`src/design/wpsm_pkg.sv`:
```
// Package for the wheel pulse speed meter: constants, register indexes and controller types.
package wpsm_pkg;

    // Field widths
    localparam int unsigned TIME_W  = 32;
    localparam int unsigned CFG_W   = 16;
    localparam int unsigned SPEED_W = 16;

    // APB: three 32-bit registers at byte addresses 0, 4 and 8
    localparam int unsigned APB_DATA_W = 32;
    localparam int unsigned APB_ADDR_W = 4;
    localparam int unsigned REG_IDX_W  = 2;

    // Register reset values
    localparam logic [CFG_W-1:0] LOCKOUT_RST  = 16'd100;
    localparam logic [CFG_W-1:0] DISTANCE_RST = 16'd1953;
    localparam logic [CFG_W-1:0] IDLE_RST     = 16'd2;

    // Register indexes
    typedef enum logic [REG_IDX_W-1:0] {
        REG_LOCKOUT  = 2'd0,
        REG_DISTANCE = 2'd1,
        REG_IDLE     = 2'd2
    } reg_idx_t;

    // Input word command codes
    localparam logic CMD_EDGE    = 1'b0;
    localparam logic CMD_REFRESH = 1'b1;

    // Serial divider: one quotient bit per step, quotient as wide as the dividend
    localparam int unsigned DIV_STEPS = CFG_W;
    localparam int unsigned STEP_W    = $clog2(DIV_STEPS);
    localparam logic [STEP_W-1:0] STEP_LAST = STEP_W'(DIV_STEPS - 1);

    typedef enum logic [1:0] {
        ST_IDLE,
        ST_DIV,
        ST_FINISH
    } ctrl_state_t;

    // Controller to datapath
    typedef struct packed {
        logic edge_upd;   // take a sensor edge
        logic start;      // take a refresh, load the divider
        logic div_step;   // one divider step
        logic finish;     // load the output register, update the average
    } ctrl_cmd_t;

    // Datapath to controller
    typedef struct packed {
        logic is_refresh; // command of the word on offer
    } dp_status_t;

endpackage

```
`src/design/wpsm_in_if.sv`:
```
// Input channel: sensor edge or refresh word with valid/ready handshake.
interface wpsm_in_if;
    logic        valid;
    logic        ready;
    logic        command;
    logic [31:0] time_ms;

    modport source (output valid, output command, output time_ms, input ready);
    modport sink   (input valid, input command, input time_ms, output ready);
endinterface

```
`src/design/wpsm_out_if.sv`:
```
// Output channel: one result word per refresh with valid/ready handshake.
interface wpsm_out_if;
    logic        valid;
    logic        ready;
    logic [31:0] interval_ms;
    logic [15:0] speed;
    logic [15:0] average_speed;

    modport source (output valid, output interval_ms, output speed, output average_speed,
                    input ready);
    modport sink   (input valid, input interval_ms, input speed, input average_speed,
                    output ready);
endinterface

```
`src/design/wpsm_apb.sv`:
```
// APB register file holding lockout, distance per rotation and idle speed.
module wpsm_apb
(
    input  logic                                clk,
    input  logic                                rst_n,
    input  logic                                psel,
    input  logic                                penable,
    input  logic                                pwrite,
    input  logic [wpsm_pkg::APB_ADDR_W-1:0]     paddr,
    input  logic [wpsm_pkg::APB_DATA_W-1:0]     pwdata,
    output logic [wpsm_pkg::APB_DATA_W-1:0]     prdata,
    output logic                                pready,
    output logic [wpsm_pkg::CFG_W-1:0]          lockout_ms,
    output logic [wpsm_pkg::CFG_W-1:0]          distance_per_rotation,
    output logic [wpsm_pkg::CFG_W-1:0]          idle_speed
);

    logic [wpsm_pkg::CFG_W-1:0]     lockout_reg;
    logic [wpsm_pkg::CFG_W-1:0]     distance_reg;
    logic [wpsm_pkg::CFG_W-1:0]     idle_reg;
    logic [wpsm_pkg::REG_IDX_W-1:0] idx;
    logic                           wr_en;

    assign pready = 1'b1;
    assign idx    = paddr[wpsm_pkg::APB_ADDR_W-1:2];
    assign wr_en  = psel && penable && pwrite;

    // Register writes in the access phase
    always_ff @(posedge clk or negedge rst_n)
    begin
        if (!rst_n)
        begin
            lockout_reg  <= wpsm_pkg::LOCKOUT_RST;
            distance_reg <= wpsm_pkg::DISTANCE_RST;
            idle_reg     <= wpsm_pkg::IDLE_RST;
        end
        else if (wr_en)
        begin
            unique case (idx)
                wpsm_pkg::REG_LOCKOUT:  lockout_reg  <= pwdata[wpsm_pkg::CFG_W-1:0];
                wpsm_pkg::REG_DISTANCE: distance_reg <= pwdata[wpsm_pkg::CFG_W-1:0];
                wpsm_pkg::REG_IDLE:     idle_reg     <= pwdata[wpsm_pkg::CFG_W-1:0];
                default: ;
            endcase
        end
    end

    // Read-back
    always_comb
    begin
        unique case (idx)
            wpsm_pkg::REG_LOCKOUT:  prdata = {16'd0, lockout_reg};
            wpsm_pkg::REG_DISTANCE: prdata = {16'd0, distance_reg};
            wpsm_pkg::REG_IDLE:     prdata = {16'd0, idle_reg};
            default:                prdata = '0;
        endcase
    end

    assign lockout_ms            = lockout_reg;
    assign distance_per_rotation = distance_reg;
    assign idle_speed            = idle_reg;

endmodule

```
`src/design/wpsm_ctrl.sv`:
```
// Controller: sequences edge capture, the serial division and the output word.
module wpsm_ctrl
(
    input  logic                    clk,
    input  logic                    rst_n,
    input  logic                    in_valid,
    output logic                    in_ready,
    output logic                    out_valid,
    input  logic                    out_ready,
    input  wpsm_pkg::dp_status_t    status,
    output wpsm_pkg::ctrl_cmd_t     cmd
);

    wpsm_pkg::ctrl_state_t          state_reg;
    wpsm_pkg::ctrl_state_t          state_next;
    logic [wpsm_pkg::STEP_W-1:0]    step_reg;
    logic [wpsm_pkg::STEP_W-1:0]    step_next;
    logic                           out_valid_reg;
    logic                           out_valid_next;

    // Next state
    always_comb
    begin
        state_next = state_reg;
        unique case (state_reg)
            wpsm_pkg::ST_IDLE:
            begin
                if (in_valid && status.is_refresh)
                    state_next = wpsm_pkg::ST_DIV;
            end
            wpsm_pkg::ST_DIV:
            begin
                if (step_reg == wpsm_pkg::STEP_LAST)
                    state_next = wpsm_pkg::ST_FINISH;
            end
            wpsm_pkg::ST_FINISH:
            begin
                if (!out_valid_reg || out_ready)
                    state_next = wpsm_pkg::ST_IDLE;
            end
            default: state_next = wpsm_pkg::ST_IDLE;
        endcase
    end

    // Outputs and commands
    always_comb
    begin
        in_ready     = 1'b0;
        cmd          = '0;
        unique case (state_reg)
            wpsm_pkg::ST_IDLE:
            begin
                in_ready     = 1'b1;
                cmd.edge_upd = in_valid && !status.is_refresh;
                cmd.start    = in_valid && status.is_refresh;
            end
            wpsm_pkg::ST_DIV:
            begin
                cmd.div_step = 1'b1;
            end
            wpsm_pkg::ST_FINISH:
            begin
                cmd.finish = !out_valid_reg || out_ready;
            end
            default: ;
        endcase
    end

    // Step counter and output valid
    always_comb
    begin
        step_next = step_reg;
        if (cmd.start)
            step_next = '0;
        else if (cmd.div_step)
            step_next = step_reg + 1'b1;

        out_valid_next = out_valid_reg;
        if (cmd.finish)
            out_valid_next = 1'b1;
        else if (out_ready)
            out_valid_next = 1'b0;
    end

    always_ff @(posedge clk or negedge rst_n)
    begin
        if (!rst_n)
        begin
            state_reg     <= wpsm_pkg::ST_IDLE;
            step_reg      <= '0;
            out_valid_reg <= 1'b0;
        end
        else
        begin
            state_reg     <= state_next;
            step_reg      <= step_next;
            out_valid_reg <= out_valid_next;
        end
    end

    assign out_valid = out_valid_reg;

    // A new result appears only out of the finishing step
    a_valid_from_finish: assert property (@(posedge clk) disable iff (!rst_n)
        $rose(out_valid_reg) |-> $past(state_reg == wpsm_pkg::ST_FINISH))
        else $error("output valid rose outside the finishing step");

    // A refresh starts the divider from its first step
    a_start_div: assert property (@(posedge clk) disable iff (!rst_n)
        cmd.start |=> (state_reg == wpsm_pkg::ST_DIV) && (step_reg == '0))
        else $error("divider not started on refresh");

    // The divider runs exactly its full count of steps
    a_div_len: assert property (@(posedge clk) disable iff (!rst_n)
        (state_reg == wpsm_pkg::ST_DIV) && (step_reg == wpsm_pkg::STEP_LAST)
        |=> state_reg == wpsm_pkg::ST_FINISH)
        else $error("divider did not end after its last step");

    // A finished result waits while the previous one is still held
    a_finish_holds: assert property (@(posedge clk) disable iff (!rst_n)
        (state_reg == wpsm_pkg::ST_FINISH) && out_valid_reg && !out_ready
        |=> (state_reg == wpsm_pkg::ST_FINISH) && out_valid_reg)
        else $error("result overwrote a word not yet taken");

endmodule

```
`src/design/wpsm_dp.sv`:
```
// Datapath: edge timing, pending interval, restoring divider, average and output register.
module wpsm_dp
(
    input  logic                            clk,
    input  logic                            rst_n,
    input  wpsm_pkg::ctrl_cmd_t             cmd,
    output wpsm_pkg::dp_status_t            status,
    input  logic                            command,
    input  logic [wpsm_pkg::TIME_W-1:0]     time_ms,
    input  logic [wpsm_pkg::CFG_W-1:0]      lockout_ms,
    input  logic [wpsm_pkg::CFG_W-1:0]      distance_per_rotation,
    input  logic [wpsm_pkg::CFG_W-1:0]      idle_speed,
    output logic [wpsm_pkg::TIME_W-1:0]     interval_ms,
    output logic [wpsm_pkg::SPEED_W-1:0]    speed,
    output logic [wpsm_pkg::SPEED_W-1:0]    average_speed
);

    logic [wpsm_pkg::TIME_W-1:0]    last_edge_reg;
    logic [wpsm_pkg::TIME_W-1:0]    pending_reg;
    logic [wpsm_pkg::SPEED_W-1:0]   average_reg;
    logic [wpsm_pkg::TIME_W-1:0]    divisor_reg;   // interval taken at refresh
    logic [wpsm_pkg::TIME_W-1:0]    rem_reg;
    logic [wpsm_pkg::CFG_W-1:0]     quot_reg;      // dividend shifts out, quotient in
    logic [wpsm_pkg::TIME_W-1:0]    out_interval_reg;
    logic [wpsm_pkg::SPEED_W-1:0]   out_speed_reg;
    logic [wpsm_pkg::SPEED_W-1:0]   out_average_reg;

    logic [wpsm_pkg::TIME_W-1:0]    delta;
    logic                           edge_ok;
    logic [wpsm_pkg::TIME_W:0]      trial;
    logic [wpsm_pkg::TIME_W:0]      trial_diff;
    logic                           qbit;
    logic [wpsm_pkg::SPEED_W-1:0]   speed_val;
    logic [wpsm_pkg::SPEED_W:0]     avg_sum;
    logic [wpsm_pkg::SPEED_W-1:0]   average_new;

    assign status.is_refresh = (command == wpsm_pkg::CMD_REFRESH);

    // Edge interval with wrap, bounce rejection
    assign delta   = time_ms - last_edge_reg;
    assign edge_ok = delta >= {16'd0, lockout_ms};

    // Restoring division step
    assign trial      = {rem_reg, quot_reg[wpsm_pkg::CFG_W-1]};
    assign trial_diff = trial - {1'b0, divisor_reg};
    assign qbit       = trial >= {1'b0, divisor_reg};

    // Speed and halving average
    assign speed_val   = (divisor_reg != '0) ? quot_reg : '0;
    assign avg_sum     = {1'b0, average_reg} + {1'b0, speed_val};
    assign average_new = (speed_val > idle_speed) ? avg_sum[wpsm_pkg::SPEED_W:1] : average_reg;

    // Meter state
    always_ff @(posedge clk or negedge rst_n)
    begin
        if (!rst_n)
        begin
            last_edge_reg <= '0;
            pending_reg   <= '0;
            average_reg   <= '0;
        end
        else
        begin
            if (cmd.edge_upd && edge_ok)
            begin
                last_edge_reg <= time_ms;
                pending_reg   <= delta;
            end
            else if (cmd.start)
                pending_reg <= '0;
            if (cmd.finish)
                average_reg <= average_new;
        end
    end

    // Divider and output word
    always_ff @(posedge clk)
    begin
        if (cmd.start)
        begin
            divisor_reg <= pending_reg;
            rem_reg     <= '0;
            quot_reg    <= distance_per_rotation;
        end
        else if (cmd.div_step)
        begin
            rem_reg  <= qbit ? trial_diff[wpsm_pkg::TIME_W-1:0] : trial[wpsm_pkg::TIME_W-1:0];
            quot_reg <= {quot_reg[wpsm_pkg::CFG_W-2:0], qbit};
        end
        if (cmd.finish)
        begin
            out_interval_reg <= divisor_reg;
            out_speed_reg    <= speed_val;
            out_average_reg  <= average_new;
        end
    end

    assign interval_ms   = out_interval_reg;
    assign speed         = out_speed_reg;
    assign average_speed = out_average_reg;

endmodule

```
`src/design/wheel_pulse_speed_meter.sv`:
```
// Top level of the wheel pulse speed meter.
// A sensor edge word yields no result; an edge that comes sooner than lockout_ms
// after the last accepted edge (32-bit wrap) is dropped as bounce. A refresh word
// passes through steps: one to take the pending interval, 16 in the bit-serial
// restoring divider (one quotient bit per cycle for the 16-bit distance), and one
// to update the average and load the output register, which may stretch while
// the previous result is still held. The result word sits in its own register, so
// edges are taken while it waits. Registers are written over APB at 0x0, 0x4 and 0x8.
module wheel_pulse_speed_meter
(
    input  logic                                clk,
    input  logic                                rst_n,
    wpsm_in_if.sink                             in_ch,
    wpsm_out_if.source                          out_ch,
    input  logic                                psel,
    input  logic                                penable,
    input  logic                                pwrite,
    input  logic [wpsm_pkg::APB_ADDR_W-1:0]     paddr,
    input  logic [wpsm_pkg::APB_DATA_W-1:0]     pwdata,
    output logic [wpsm_pkg::APB_DATA_W-1:0]     prdata,
    output logic                                pready
);

    wpsm_pkg::ctrl_cmd_t            cmd;
    wpsm_pkg::dp_status_t           status;
    logic [wpsm_pkg::CFG_W-1:0]     lockout_ms;
    logic [wpsm_pkg::CFG_W-1:0]     distance_per_rotation;
    logic [wpsm_pkg::CFG_W-1:0]     idle_speed;

    // Configuration registers
    wpsm_apb u_apb
    (
        .clk                    (clk),
        .rst_n                  (rst_n),
        .psel                   (psel),
        .penable                (penable),
        .pwrite                 (pwrite),
        .paddr                  (paddr),
        .pwdata                 (pwdata),
        .prdata                 (prdata),
        .pready                 (pready),
        .lockout_ms             (lockout_ms),
        .distance_per_rotation  (distance_per_rotation),
        .idle_speed             (idle_speed)
    );

    // Sequencer
    wpsm_ctrl u_ctrl
    (
        .clk        (clk),
        .rst_n      (rst_n),
        .in_valid   (in_ch.valid),
        .in_ready   (in_ch.ready),
        .out_valid  (out_ch.valid),
        .out_ready  (out_ch.ready),
        .status     (status),
        .cmd        (cmd)
    );

    // Arithmetic and state
    wpsm_dp u_dp
    (
        .clk                    (clk),
        .rst_n                  (rst_n),
        .cmd                    (cmd),
        .status                 (status),
        .command                (in_ch.command),
        .time_ms                (in_ch.time_ms),
        .lockout_ms             (lockout_ms),
        .distance_per_rotation  (distance_per_rotation),
        .idle_speed             (idle_speed),
        .interval_ms            (out_ch.interval_ms),
        .speed                  (out_ch.speed),
        .average_speed          (out_ch.average_speed)
    );

endmodule
```
`src/flat_wrapper.sv`:
```
// flat-port wrapper written by rule: the top's interface ports become plain ports
module wheel_pulse_speed_meter_flat 
  (clk, rst_n, psel, penable, pwrite, paddr, pwdata, prdata, pready, in_ch_valid, in_ch_command, in_ch_time_ms, in_ch_ready, out_ch_valid, out_ch_interval_ms, out_ch_speed, out_ch_average_speed, out_ch_ready);
  wpsm_in_if in_ch_i ();
  wpsm_out_if out_ch_i ();
  input  logic clk;
  input  logic rst_n;
  input  logic psel;
  input  logic penable;
  input  logic pwrite;
  input  logic [wpsm_pkg::APB_ADDR_W-1:0] paddr;
  input  logic [wpsm_pkg::APB_DATA_W-1:0] pwdata;
  output logic [wpsm_pkg::APB_DATA_W-1:0] prdata;
  output logic pready;
  input wire logic [$bits(in_ch_i.valid)-1:0] in_ch_valid;
  input wire logic [$bits(in_ch_i.command)-1:0] in_ch_command;
  input wire logic [$bits(in_ch_i.time_ms)-1:0] in_ch_time_ms;
  output wire logic [$bits(in_ch_i.ready)-1:0] in_ch_ready;
  output wire logic [$bits(out_ch_i.valid)-1:0] out_ch_valid;
  output wire logic [$bits(out_ch_i.interval_ms)-1:0] out_ch_interval_ms;
  output wire logic [$bits(out_ch_i.speed)-1:0] out_ch_speed;
  output wire logic [$bits(out_ch_i.average_speed)-1:0] out_ch_average_speed;
  input wire logic [$bits(out_ch_i.ready)-1:0] out_ch_ready;
  assign in_ch_i.valid = in_ch_valid;
  assign in_ch_i.command = in_ch_command;
  assign in_ch_i.time_ms = in_ch_time_ms;
  assign in_ch_ready = in_ch_i.ready;
  assign out_ch_valid = out_ch_i.valid;
  assign out_ch_interval_ms = out_ch_i.interval_ms;
  assign out_ch_speed = out_ch_i.speed;
  assign out_ch_average_speed = out_ch_i.average_speed;
  assign out_ch_i.ready = out_ch_ready;
  wheel_pulse_speed_meter u_core (.clk(clk), .rst_n(rst_n), .in_ch(in_ch_i), .out_ch(out_ch_i), .psel(psel), .penable(penable), .pwrite(pwrite), .paddr(paddr), .pwdata(pwdata), .prdata(prdata), .pready(pready));
endmodule
```
`config.mk`:
```
export PLATFORM = sky130hd
export DESIGN_NAME = wheel_pulse_speed_meter_flat
export DESIGN_NICKNAME = d
export VERILOG_FILES = /design/src/design/wpsm_pkg.sv /design/src/design/wpsm_in_if.sv /design/src/design/wpsm_out_if.sv /design/src/design/wpsm_apb.sv /design/src/design/wpsm_ctrl.sv /design/src/design/wpsm_dp.sv /design/src/design/wheel_pulse_speed_meter.sv /design/src/flat_wrapper.sv
export SDC_FILE = /design/constraint.sdc
export NUM_CORES = 1
export LEC_CHECK = 0
export BUFFER_PORTS_ARGS = -buffer_cell sky130_fd_sc_hd__buf_2
export CORE_UTILIZATION = 65
export CTS_BUF_LIST = sky130_fd_sc_hd__clkbuf_2
export CTS_CLUSTER_DIAMETER = 200
export CTS_CLUSTER_SIZE = 28
export DETAILED_ROUTE_END_ITERATION = 8
export PLACE_DENSITY = 0.91
export SLEW_MARGIN = 20
export SYNTH_ARGS = -nofsm -noshare
export SYNTH_HDL_FRONTEND = slang
export SYNTH_SLANG_ARGS = --single-unit
```
`constraint.sdc`:
```
create_clock -name clk -period 8.86 [get_ports clk]
set_input_delay 0.443 -clock clk [delete_from_list [all_inputs] [get_ports clk]]
set_output_delay 0.443 -clock clk [all_outputs]
set_load 0.01 [all_outputs]
```
==> results of run 1 <==
layer usage:
| layer | part of all wire, % | wire length [um] | up-vias | GRT usage, % |
|---|---|---|---|---|
| met3 | 8.2 | 3350 | 141 | 4.34 |
| met4 | 3.9 | 1600 | 0 | 13.4 |
| li1 | - | - | 6333 | - |
| met2 | 47 | 19500 | 677 | 50.4 |
| met5 | 0 | 0 | - | 0 |
| met1 | 41 | 16700 | 6502 | 42.4 |
cell type report:
class,count,area [um^2]
antenna,2,5.00
clock buffer,21,105
clock inverter,1,3.75
fill,1732,6890
inverter,132,495
multi-input combinational,1197,8410
sequential,279,7390
tap,330,413
timing repair buffer,209,1400
final timing paths:
| check | to | start | slack (ns) |
|---|---|---|---|
| max | u_core.u_dp.pending_reg[2] | u_core.u_dp.last_edge_reg[0] | 3.38 |
| min | u_core.u_apb.idle_speed[8] | paddr[3] | 0.05 |
| max reg2reg | u_core.u_dp.pending_reg[2] | u_core.u_dp.last_edge_reg[0] | 3.38 |
| min reg2reg | u_core.u_dp.divisor_reg[9] | u_core.u_dp.pending_reg[9] | 0.47 |
| max in group asynchronous | u_core.u_dp.pending_reg[24] | rst_n | 7.33 |
| min in group asynchronous | u_core.u_dp.last_edge_reg[10] | rst_n | 0.49 |
Yosys cell counts, drive strengths merged, types with 22 or more instances:
cell type	number	area, um^2
nand2	197	739
inv	131	492
dfrtp	125	3130
o21ai	113	573
edfxtp	112	3360
ha	111	1390
a21oi	97	497
mux2	80	1010
nor2	64	240
clkbuf	49	184
nand3	41	205
nor3	36	190
xnor2	33	289
dfxtp	32	641
nor2b	29	181
buf	28	216
o211ai	28	210
nand4	27	169
and2	26	163
a21o	24	180
o21a	23	173
xor2	22	193
kinds of logic after synthesis:
group | after synthesis | synth area share, %
AOI/OAI and AO/OA | 423 | 16.8
xor gates and xnor gates | 55 | 2.90
DFF | 279 | 44.5
and+or+nand+nor | 489 | 14.4
buffers and inverters | 209 | 5.39
other | 2 | 0.0452
adders and majority gates | 114 | 8.72
muxes | 99 | 7.25
what timing repair did:
item	4_1_cts	5_1_grt
buffers inserted	0	0
endpoints found under the setup margin	0	0
hold buffers	55	0
hold endpoints to repair	142	0
critical path, stage by stage, from the launching register on:
cell and delay [ns]:
dfrtp_1 0.48, ha_1 0.18, inv_1 0.06, fa_1 0.42, a21oi_2 0.21, o211ai_1 0.21
a21oi_1 0.25, a21oi_1 0.11, xnor2_1 0.20, ha_1 0.28, nand2_1 0.07, nor2_1 0.04
a2111oi_0 0.36, a21o_1 0.19, and4_1 0.21, o2111ai_1 0.16, nor4_4 0.93, and2_1 0.70
a311o_1 0.30
power breakdown:
group	switching [mW]	leakage, nW	internal, mW
clock	0.370	0.0915	0.0606
sequential	0.262	2.98	1.77
combinational	1.95	4.99	1.40
stage by stage:
step / cells / hold slack, ns / power [mW] / worst slack (ns)
after global placement: 2091 / 0.435 / 5.11 / 3.60
after detailed placement: 2091 / 0.439 / 5.28 / 3.35
after CTS: 2168 / 0.00978 / 5.73 / 3.45
after global routing: 2171 / 0.0736 / 6.25 / 2.92
after floorplan: 1685 / 0.147 / 4.49 / 4.80
final: 2171 / 0.0534 / 5.82 / 3.38
==> impl_metrics.env, run 1 <==
export IMPL_clkTransAtPathRegs_ns=0.50
export IMPL_hpwlAfterDp_mm=29.2
export IMPL_die_area_um2=26200
export IMPL_grt_pass1_vias=13157
export IMPL_grt_usage_pct=31.3
export IMPL_vias_per_cell=6.29
export IMPL_power_leakage_nw=8.06
export IMPL_tritoncts_num_buffers=13
export IMPL_fin_worst_skew_ns=0.148
export IMPL_yosysUniqueCellTypes=83
export IMPL_drt_iter0_drc=1306
export IMPL_ys_ff_latch=279
export IMPL_outcome="complete, no violations"
export IMPL_syn_area_um2=16600
export IMPL_clock_latency_ns=0.94
export IMPL_cts_resized=0
export IMPL_drt_total_wl_mm=41.1
export IMPL_setup_worst_path_end_class="flip-flop"
export IMPL_post_drt_wl_per_cell_um=18.9
export IMPL_cts_path_max_buffers=3
export IMPL_numPortBuffers=139
export IMPL_avgSynthCellArea_um2=9.95
export IMPL_syn2layout_area_growth_pct=9.67
export IMPL_root_buffer="clkbuf_2"
export IMPL_tns_ns=0
export IMPL_num_rows=58
export IMPL_die_w_um=162
export IMPL_ios=175
export IMPL_worstPathArrival_ns=6.30
export IMPL_cts_tree="yes"
export IMPL_drive_gt1_share_pct=15.8
export IMPL_crit_fanout=21
export IMPL_die_h_um=162
export IMPL_final_util_pct=72.6
export IMPL_finalHoldViolCount=0
export IMPL_min_path_type="in2reg"
export IMPL_cp_required_ns=9.68
export IMPL_layout_nets=2022
export IMPL_antenna_found_initial=2
export IMPL_worstSetupPathType="reg2reg"
export IMPL_grt_first_pass_wirelength_mm=65.9
export IMPL_vias=13653
export IMPL_fmax_ghz=0.182
export IMPL_cts_sinks=279
export IMPL_gp_congestion=0.946
export IMPL_final_common_cell="nand2_1"
export IMPL_slew_viol_final=0
export IMPL_synth_warning_count=0
export IMPL_holdPathStages=4
export IMPL_powerDensity_nw_per_um2=319
export IMPL_slew_headroom_pct=30.0
export IMPL_cp_start_kind="flip-flop"
export IMPL_grt_max_degree=79
export IMPL_drt_antenna_violating_nets=0
export IMPL_synth_edf_count=112
export IMPL_rsz0062_at_grt="no"
export IMPL_yosysSeqAreaShare_pct=44.5
export IMPL_worstMarginPinSlew_ns=1.04
export IMPL_htree_levels=1
export IMPL_min_period_over_period_pct=61.9
export IMPL_ir_drop_v=0.000216
export IMPL_synthFlopType="dfrtp_1"
export IMPL_synth_async_reset_ratio_pct=48.4
export IMPL_final_cell_mix="nand2_1, buf_2, inv_1, dfrtp_1, edfxtp_1"
export IMPL_setup_violations=0
export IMPL_grt_overflow=0
export IMPL_drc=0
export IMPL_drt_pass1_iter_count=6
export IMPL_r2r_cells=18
export IMPL_postLayoutCellArea_um2=18200
export IMPL_final_min_clock_period_ns=5.48
export IMPL_place_area_um2=17500
export IMPL_netlist_instances=1670
export IMPL_core_area_um2=25100
export IMPL_start_util_pct=66.2
export IMPL_cap_violations=0
Power figures use the tool's default switching activity.
==> run 2, diff against run 1 <==
--- a/config.mk
+++ b/config.mk
@@ -6,12 +6,12 @@
 export NUM_CORES = 1
 export LEC_CHECK = 0
 export BUFFER_PORTS_ARGS = -buffer_cell sky130_fd_sc_hd__buf_2
-export CORE_UTILIZATION = 65
+export CORE_UTILIZATION = 62
 export CTS_BUF_LIST = sky130_fd_sc_hd__clkbuf_2
 export CTS_CLUSTER_DIAMETER = 200
 export CTS_CLUSTER_SIZE = 28
 export DETAILED_ROUTE_END_ITERATION = 8
-export PLACE_DENSITY = 0.91
+export PLACE_DENSITY = 0.87
 export SLEW_MARGIN = 20
 export SYNTH_ARGS = -nofsm -noshare
 export SYNTH_HDL_FRONTEND = slang
==> constraint.sdc (replaced) <==
create_clock -name clk -period 5.4 [get_ports clk]
set_input_delay 0.27 -clock clk [delete_from_list [all_inputs] [get_ports clk]]
set_output_delay 0.27 -clock clk [all_outputs]
set_load 0.01 [all_outputs]
==> run 2 against run 1 <==
Effect of this change: the flow now finishes with violations (DRC); die area up 4.8%; power up 64%; first-iteration DRC count up 2.9%; sequential power up 64%; non-clock buffer count up 13; register-to-register slack worse by 2.8 ns; largest power group unchanged.
==> impl_metrics.env, run 2 (synthesis gave the netlist of run 1 again) <==
export IMPL_num_rows=59
export IMPL_slew_viol_final=0
export IMPL_min_path_type="in2reg"
export IMPL_cp_top_family="simple AND/OR/NAND/NOR gates"
export IMPL_worstPathArrival_ns=5.67
export IMPL_cts_sinks=279
export IMPL_combPwrFrac_pct=57.6
export IMPL_p_int_mw=5.33
export IMPL_grt_first_pass_wirelength_mm=67.3
export IMPL_ir_drop_v=0.000281
export IMPL_vias_per_cell=6.25
export IMPL_cts_path_max_buffers=3
export IMPL_violations="DRC"
export IMPL_final_cell_mix="nand2_1, buf_2, inv_1, dfrtp_1, edfxtp_1"
export IMPL_numPortBuffers=139
export IMPL_grtUsageMet1_pct=40.8
export IMPL_grt_busiest_layer="met2"
export IMPL_layout_nets=2035
export IMPL_cp_slowest_cell="and2_1"
export IMPL_vias=13683
export IMPL_cp_required_ns=6.25
export IMPL_cp_start_kind="flip-flop"
export IMPL_fin_worst_skew_ns=0.0779
export IMPL_die_w_um=166
export IMPL_worstMarginPinSlew_ns=1.14
export IMPL_postCtsSetupRepairBufs=0
export IMPL_p_sw_mw=4.24
export IMPL_gp_congestion=0.915
export IMPL_rsz0062_at_grt="no"
export IMPL_post_drt_wl_per_cell_um=19.2
export IMPL_tns_ns=0
export IMPL_clkTransAtPathRegs_ns=0.50
export IMPL_start_util_pct=63.4
export IMPL_grt_use_met3_pct=3.75
export IMPL_die_h_um=166
export IMPL_drc=19
export IMPL_drt_pass1_iter_count=7
export IMPL_final_min_clock_period_ns=4.82
export IMPL_grt_usage_pct=30.1
export IMPL_placed_cells=2099
export IMPL_crit_fanout=18
export IMPL_htree_levels=1
export IMPL_setup_worst_path_end_class="flip-flop"
export IMPL_ios=175
export IMPL_swShare_pct=44.3
export IMPL_power_leakage_nw=8.10
export IMPL_grt_pass1_vias=13223
export IMPL_clock_latency_ns=0.91
export IMPL_finalHoldViolCount=0
export IMPL_cpPeakStageDelay_ns=0.66
export IMPL_outcome="complete, but fails checks"
export IMPL_drive_gt1_share_pct=15.8
export IMPL_slew_headroom_pct=23.6
export IMPL_final_common_cell="nand2_1"
export IMPL_cap_violations=0
export IMPL_core_area_um2=26200
export IMPL_syn2layout_area_growth_pct=10.3
export IMPL_grt_overflow=0
export IMPL_tritoncts_num_buffers=13
export IMPL_grt_use_met2_pct=49.1
export IMPL_instances_no_fill=2189
export IMPL_die_area_um2=27500
export IMPL_setup_violations=0
export IMPL_drt_antenna_violating_nets=0
export IMPL_seqPwrFrac_pct=35.0
export IMPL_worstSetupPathType="reg2reg"
export IMPL_timing_critical_path_buf_inv=1
export IMPL_cp_cell_sequence="inv_1, ha_1, nor2b_1, o31a_1, o21a_1, nor2_1, o21bai_1, a21oi_1, xnor2_1, ha_1, and2_1, nand3_1, nor3_1, a21oi_1, a21o_1, and4_1, o2111ai_1, nor4_4, and2_1, a311o_1"
export IMPL_drt_total_wl_mm=42.1
export IMPL_fmax_ghz=0.207
export IMPL_hpwlAfterDp_mm=29.3
export IMPL_grt_max_degree=74
export IMPL_clkPwrFrac_pct=7.4
export IMPL_powerDensity_nw_per_um2=522
export IMPL_drt_iter0_drc=1344
export IMPL_antenna_found_initial=2
export IMPL_cts_tree="yes"
export IMPL_min_period_over_period_pct=89.3
export IMPL_root_buffer="clkbuf_2"
run 2: cell count changes in the layout (fill, tap and decap cells not counted):
cell	change
dlygate4sd3_1	+11
buf_4	+3
buf_12	-1
nor3b_2	+1
nor3b_4	-1
run 2: layer usage:
metal | up-vias | routed length, um
met4 | 0 | 1840
met2 | 645 | 19800
met3 | 134 | 3240
li1 | 6365 | -
met1 | 6539 | 17200
met5 | - | 0
run 2: power by group through the flow:
stage	Clock [mW]	Combinational, mW	Sequential, mW
finish	0.710	5.51	3.34
global route	0.777	6.09	3.40
CTS	0.705	5.41	3.31
detailed placement	0	5.33	3.35
global placement	0	5.13	3.31
floorplan	0	4.16	3.21
run 2: metrics by stage:
stage | setup slack, ns | hold WS (ns) | power, mW | utilization (%) | area (um^2)
after global placement | 0.802 | 0.293 | 8.44 | 66.9 | 17500
final | 0.577 | 0.0788 | 9.57 | 70.0 | 18300
after detailed placement | 0.659 | 0.294 | 8.68 | 66.9 | 17500
after global routing | 0.254 | 0.0448 | 10.3 | 70.0 | 18300
after floorplan | 1.46 | -0.0256 | 7.37 | - | 16700
after CTS | 0.603 | 0.0512 | 9.42 | 69.9 | 18300
run 2: worst register-to-register path: stages, from the launching register on:
cell and delay [ns]:
dfrtp_1 0.48, inv_1 0.12, ha_1 0.25, nor2b_1 0.14, o31a_1 0.29, o21a_1 0.18, nor2_1 0.16, o21bai_1 0.08
a21oi_1 0.18, xnor2_1 0.18, ha_1 0.29, and2_1 0.17, nand3_1 0.08, nor3_1 0.05, a21oi_1 0.20, a21o_1 0.16
and4_1 0.20, o2111ai_1 0.15, nor4_4 0.48, and2_1 0.66, a311o_1 0.27
run 2: area by class of cell:
| type | instances | area, um^2 |
|---|---|---|
| inverters | 132 | 495 |
| multi-input cells | 1197 | 8400 |
| repair buffers | 222 | 1510 |
| flip-flops and latches | 279 | 7390 |
| fillers | 1827 | 7870 |
| well taps | 335 | 419 |
| diodes | 2 | 5.00 |
| clock buffers | 21 | 105 |
| clock inverters | 1 | 3.75 |
run 2: final timing paths:
path	from	slack, ns	end	cells past startpoint
worst max-delay path	u_core.u_dp.last_edge_reg[1]	0.58	u_core.u_dp.pending_reg[15]	20
worst min-delay path	in_ch_time_ms[20]	0.08	u_core.u_dp.last_edge_reg[20]	3
worst max register to register	u_core.u_dp.last_edge_reg[1]	0.58	u_core.u_dp.pending_reg[15]	20
worst min register to register	u_core.u_dp.rem_reg[22]	0.50	u_core.u_dp.rem_reg[22]	2
max in group asynchronous	rst_n	4.08	u_core.u_dp.pending_reg[25]	4
min in group asynchronous	rst_n	0.35	u_core.u_apb.idle_speed[1]	3
run 2: timing repair:
action	CTS	global route
resized for setup	0	0
setup endpoints to repair	0	0
hold buffers	66	0
endpoints found under the hold margin	160	0
==> run 3, diff against run 2 <==
--- a/config.mk
+++ b/config.mk
@@ -6,7 +6,9 @@
 export NUM_CORES = 1
 export LEC_CHECK = 0
 export BUFFER_PORTS_ARGS = -buffer_cell sky130_fd_sc_hd__buf_2
-export CORE_UTILIZATION = 62
+export CELL_PAD_IN_SITES_DETAIL_PLACEMENT = 0
+export CELL_PAD_IN_SITES_GLOBAL_PLACEMENT = 1
+export CORE_UTILIZATION = 48
 export CTS_BUF_LIST = sky130_fd_sc_hd__clkbuf_2
 export CTS_CLUSTER_DIAMETER = 200
 export CTS_CLUSTER_SIZE = 28
==> run 3 against run 2 <==
Effect of this change: the flow now finishes without violations; clock-buffer cell count did not move; final cell count rose by 5.2%; combinational power fell by 0.7%; register-to-register slack improved by 0.03 ns; first-iteration DRC count fell by 20%; core utilization fell by 15 points; maximum frequency rose by 0.68%; critical path depth did not move; global-route usage fell by 7.2 points; critical path type unchanged; largest cell class unchanged; highest routed layer unchanged.
==> impl_metrics.env, run 3 (synthesis gave the netlist of run 1 again) <==
export IMPL_outcome="complete, no violations"
export IMPL_crit_fanout=18
export IMPL_clkTransAtPathRegs_ns=0.49
export IMPL_slew_headroom_pct=32.8
export IMPL_setup_violations=0
export IMPL_final_common_cell="nand2_1"
export IMPL_root_buffer="clkbuf_2"
export IMPL_syn2layout_area_growth_pct=11.2
export IMPL_htree_levels=1
export IMPL_holdPathStages=4
export IMPL_final_cell_mix="nand2_1, buf_2, inv_1, dfrtp_1, edfxtp_1"
export IMPL_cp_cell_sequence="inv_1, ha_1, nor2b_1, o31a_1, o21a_1, nor2_1, o21bai_1, a21oi_1, xnor2_1, ha_1, and2_1, nand3_1, nor3_1, a21oi_1, a21o_1, and4_1, o2111ai_1, nor4_4, and2_1, a311o_1"
export IMPL_layout_nets=2035
export IMPL_worstMarginPinSlew_ns=1.01
export IMPL_cts_sinks=279
export IMPL_place_area_um2=17700
export IMPL_die_h_um=188
export IMPL_worstPathArrival_ns=5.58
export IMPL_ir_drop_v=0.000276
export IMPL_crit_cells=20
export IMPL_timing_critical_path_buf_inv=1
export IMPL_num_rows=67
export IMPL_p_total_mw=9.50
export IMPL_core_area_um2=33800
export IMPL_min_path_type="in2reg"
export IMPL_ios=175
export IMPL_hpwlAfterDp_mm=29.4
export IMPL_die_w_um=188
export IMPL_setup_worst_path_end_class="flip-flop"
export IMPL_post_drt_wl_per_cell_um=17.6
export IMPL_numPortBuffers=139
export IMPL_fin_worst_skew_ns=0.191
export IMPL_grt_usage_pct=22.9
export IMPL_cp_required_ns=6.19
export IMPL_worstSetupPathType="reg2reg"
export IMPL_cts_tree="yes"
export IMPL_cts_path_max_buffers=3
export IMPL_final_min_clock_period_ns=4.79
export IMPL_tritoncts_num_buffers=13
export IMPL_cp_slowest_cell="and2_1"
export IMPL_vias=12962
export IMPL_drive_gt1_share_pct=15.9
export IMPL_drc=0
export IMPL_cp_top_family="simple AND/OR/NAND/NOR gates"
export IMPL_cap_violations=0
export IMPL_drt_pass1_iter_count=5
export IMPL_clock_latency_ns=0.99
export IMPL_cts_resized=0
export IMPL_rsz0062_at_grt="no"
export IMPL_min_period_over_period_pct=88.7
export IMPL_antenna_found_initial=3
export IMPL_grt_pass1_vias=12433
export IMPL_setup_ws_ns=0.609
export IMPL_drt_antenna_violating_nets=0
export IMPL_tns_ns=0
export IMPL_final_util_pct=54.7
export IMPL_drt_iter0_drc=1078
export IMPL_powerDensity_nw_per_um2=514
export IMPL_postLayoutCellArea_um2=18500
export IMPL_drt_total_wl_mm=40.6
export IMPL_finalHoldViolCount=0
export IMPL_grt_first_pass_wirelength_mm=65.7
export IMPL_die_area_um2=35400
export IMPL_gp_congestion=0.905
export IMPL_cp_start_kind="flip-flop"
export IMPL_cpPeakStageDelay_ns=0.63
export IMPL_post_place_ws_ns=0.666
export IMPL_grt_overflow=0
export IMPL_fillers=2945
export IMPL_grt_max_degree=68
export IMPL_vias_per_cell=5.63
export IMPL_r2r_cells=20
export IMPL_postCtsSetupRepairBufs=0
export IMPL_fmax_ghz=0.209
export IMPL_power_leakage_nw=8.11
export IMPL_start_util_pct=49.2
export IMPL_slew_viol_final=0
run 3: cell count changes in the layout (fill, tap and decap cells not counted), sizes merged:
| cell | previous run | this run |
|---|---|---|
| buf | 157 | 158 |
| diode | 2 | 3 |
| dlygate4sd3 | 65 | 64 |
run 3: area by class of cell:
cell class | count | area, um^2 | share of cell area [%]
diodes | 3 | 7.51 | 0.0406
clock buffers | 21 | 105 | 0.569
clock inverters | 1 | 3.75 | 0.0203
inverters | 132 | 495 | 2.68
multi-input cells | 1197 | 8410 | 45.5
flip-flops and latches | 279 | 7390 | 40.0
well taps | 448 | 561 | 3.03
repair buffers | 222 | 1510 | 8.15
run 3: layer usage:
layer	global-route usage [%]	up-vias	wire, um
met5	0	-	0
met4	6.22	0	951
met2	37.3	321	18800
met3	2.17	62	1770
met1	32.5	6211	19100
li1	-	6368	-
run 3: power breakdown:
| group | total (mW) | switching, mW | leakage, nW | internal [mW] |
|---|---|---|---|---|
| clock | 0.710 | 0.611 | 0.0915 | 0.0995 |
| sequential | 3.31 | 0.401 | 2.98 | 2.91 |
| combinational | 5.47 | 3.16 | 5.03 | 2.32 |
run 3: metrics by stage:
stage,instances,hold WS [ns]
5_1_grt,2302,0.0339
2_1_floorplan,1685,-0.0256
3_3_place_gp,2213,0.322
3_5_place_dp,2213,0.324
6_report,2303,0.0821
4_1_cts,2300,0.0164
run 3: worst min-delay path, stage by stage:
cell	delay (ns)
dlygate4sd3_1	0.52
buf_2	0.12
nand2_1	0.04
o21ai_0	0.06
run 3: timing repair:
item / CTS / global route
hold buffers: 65 / 0
hold endpoints to repair: 172 / 0
endpoints found under the setup margin: 0 / 0
run 3: path summary, 6_finish.rpt:
check	start	to	slack (ns)
min reg2reg	u_core.u_dp.rem_reg[17]	u_core.u_dp.rem_reg[18]	0.33
max in group asynchronous	rst_n	u_core.u_dp.pending_reg[20]	4.13
max	u_core.u_dp.last_edge_reg[1]	u_core.u_dp.pending_reg[25]	0.61
min in group asynchronous	rst_n	u_core.u_apb.distance_per_rotation[10]	0.33
max reg2reg	u_core.u_dp.last_edge_reg[1]	u_core.u_dp.pending_reg[25]	0.61
min	pwdata[12]	u_core.u_apb.idle_speed[12]	0.08
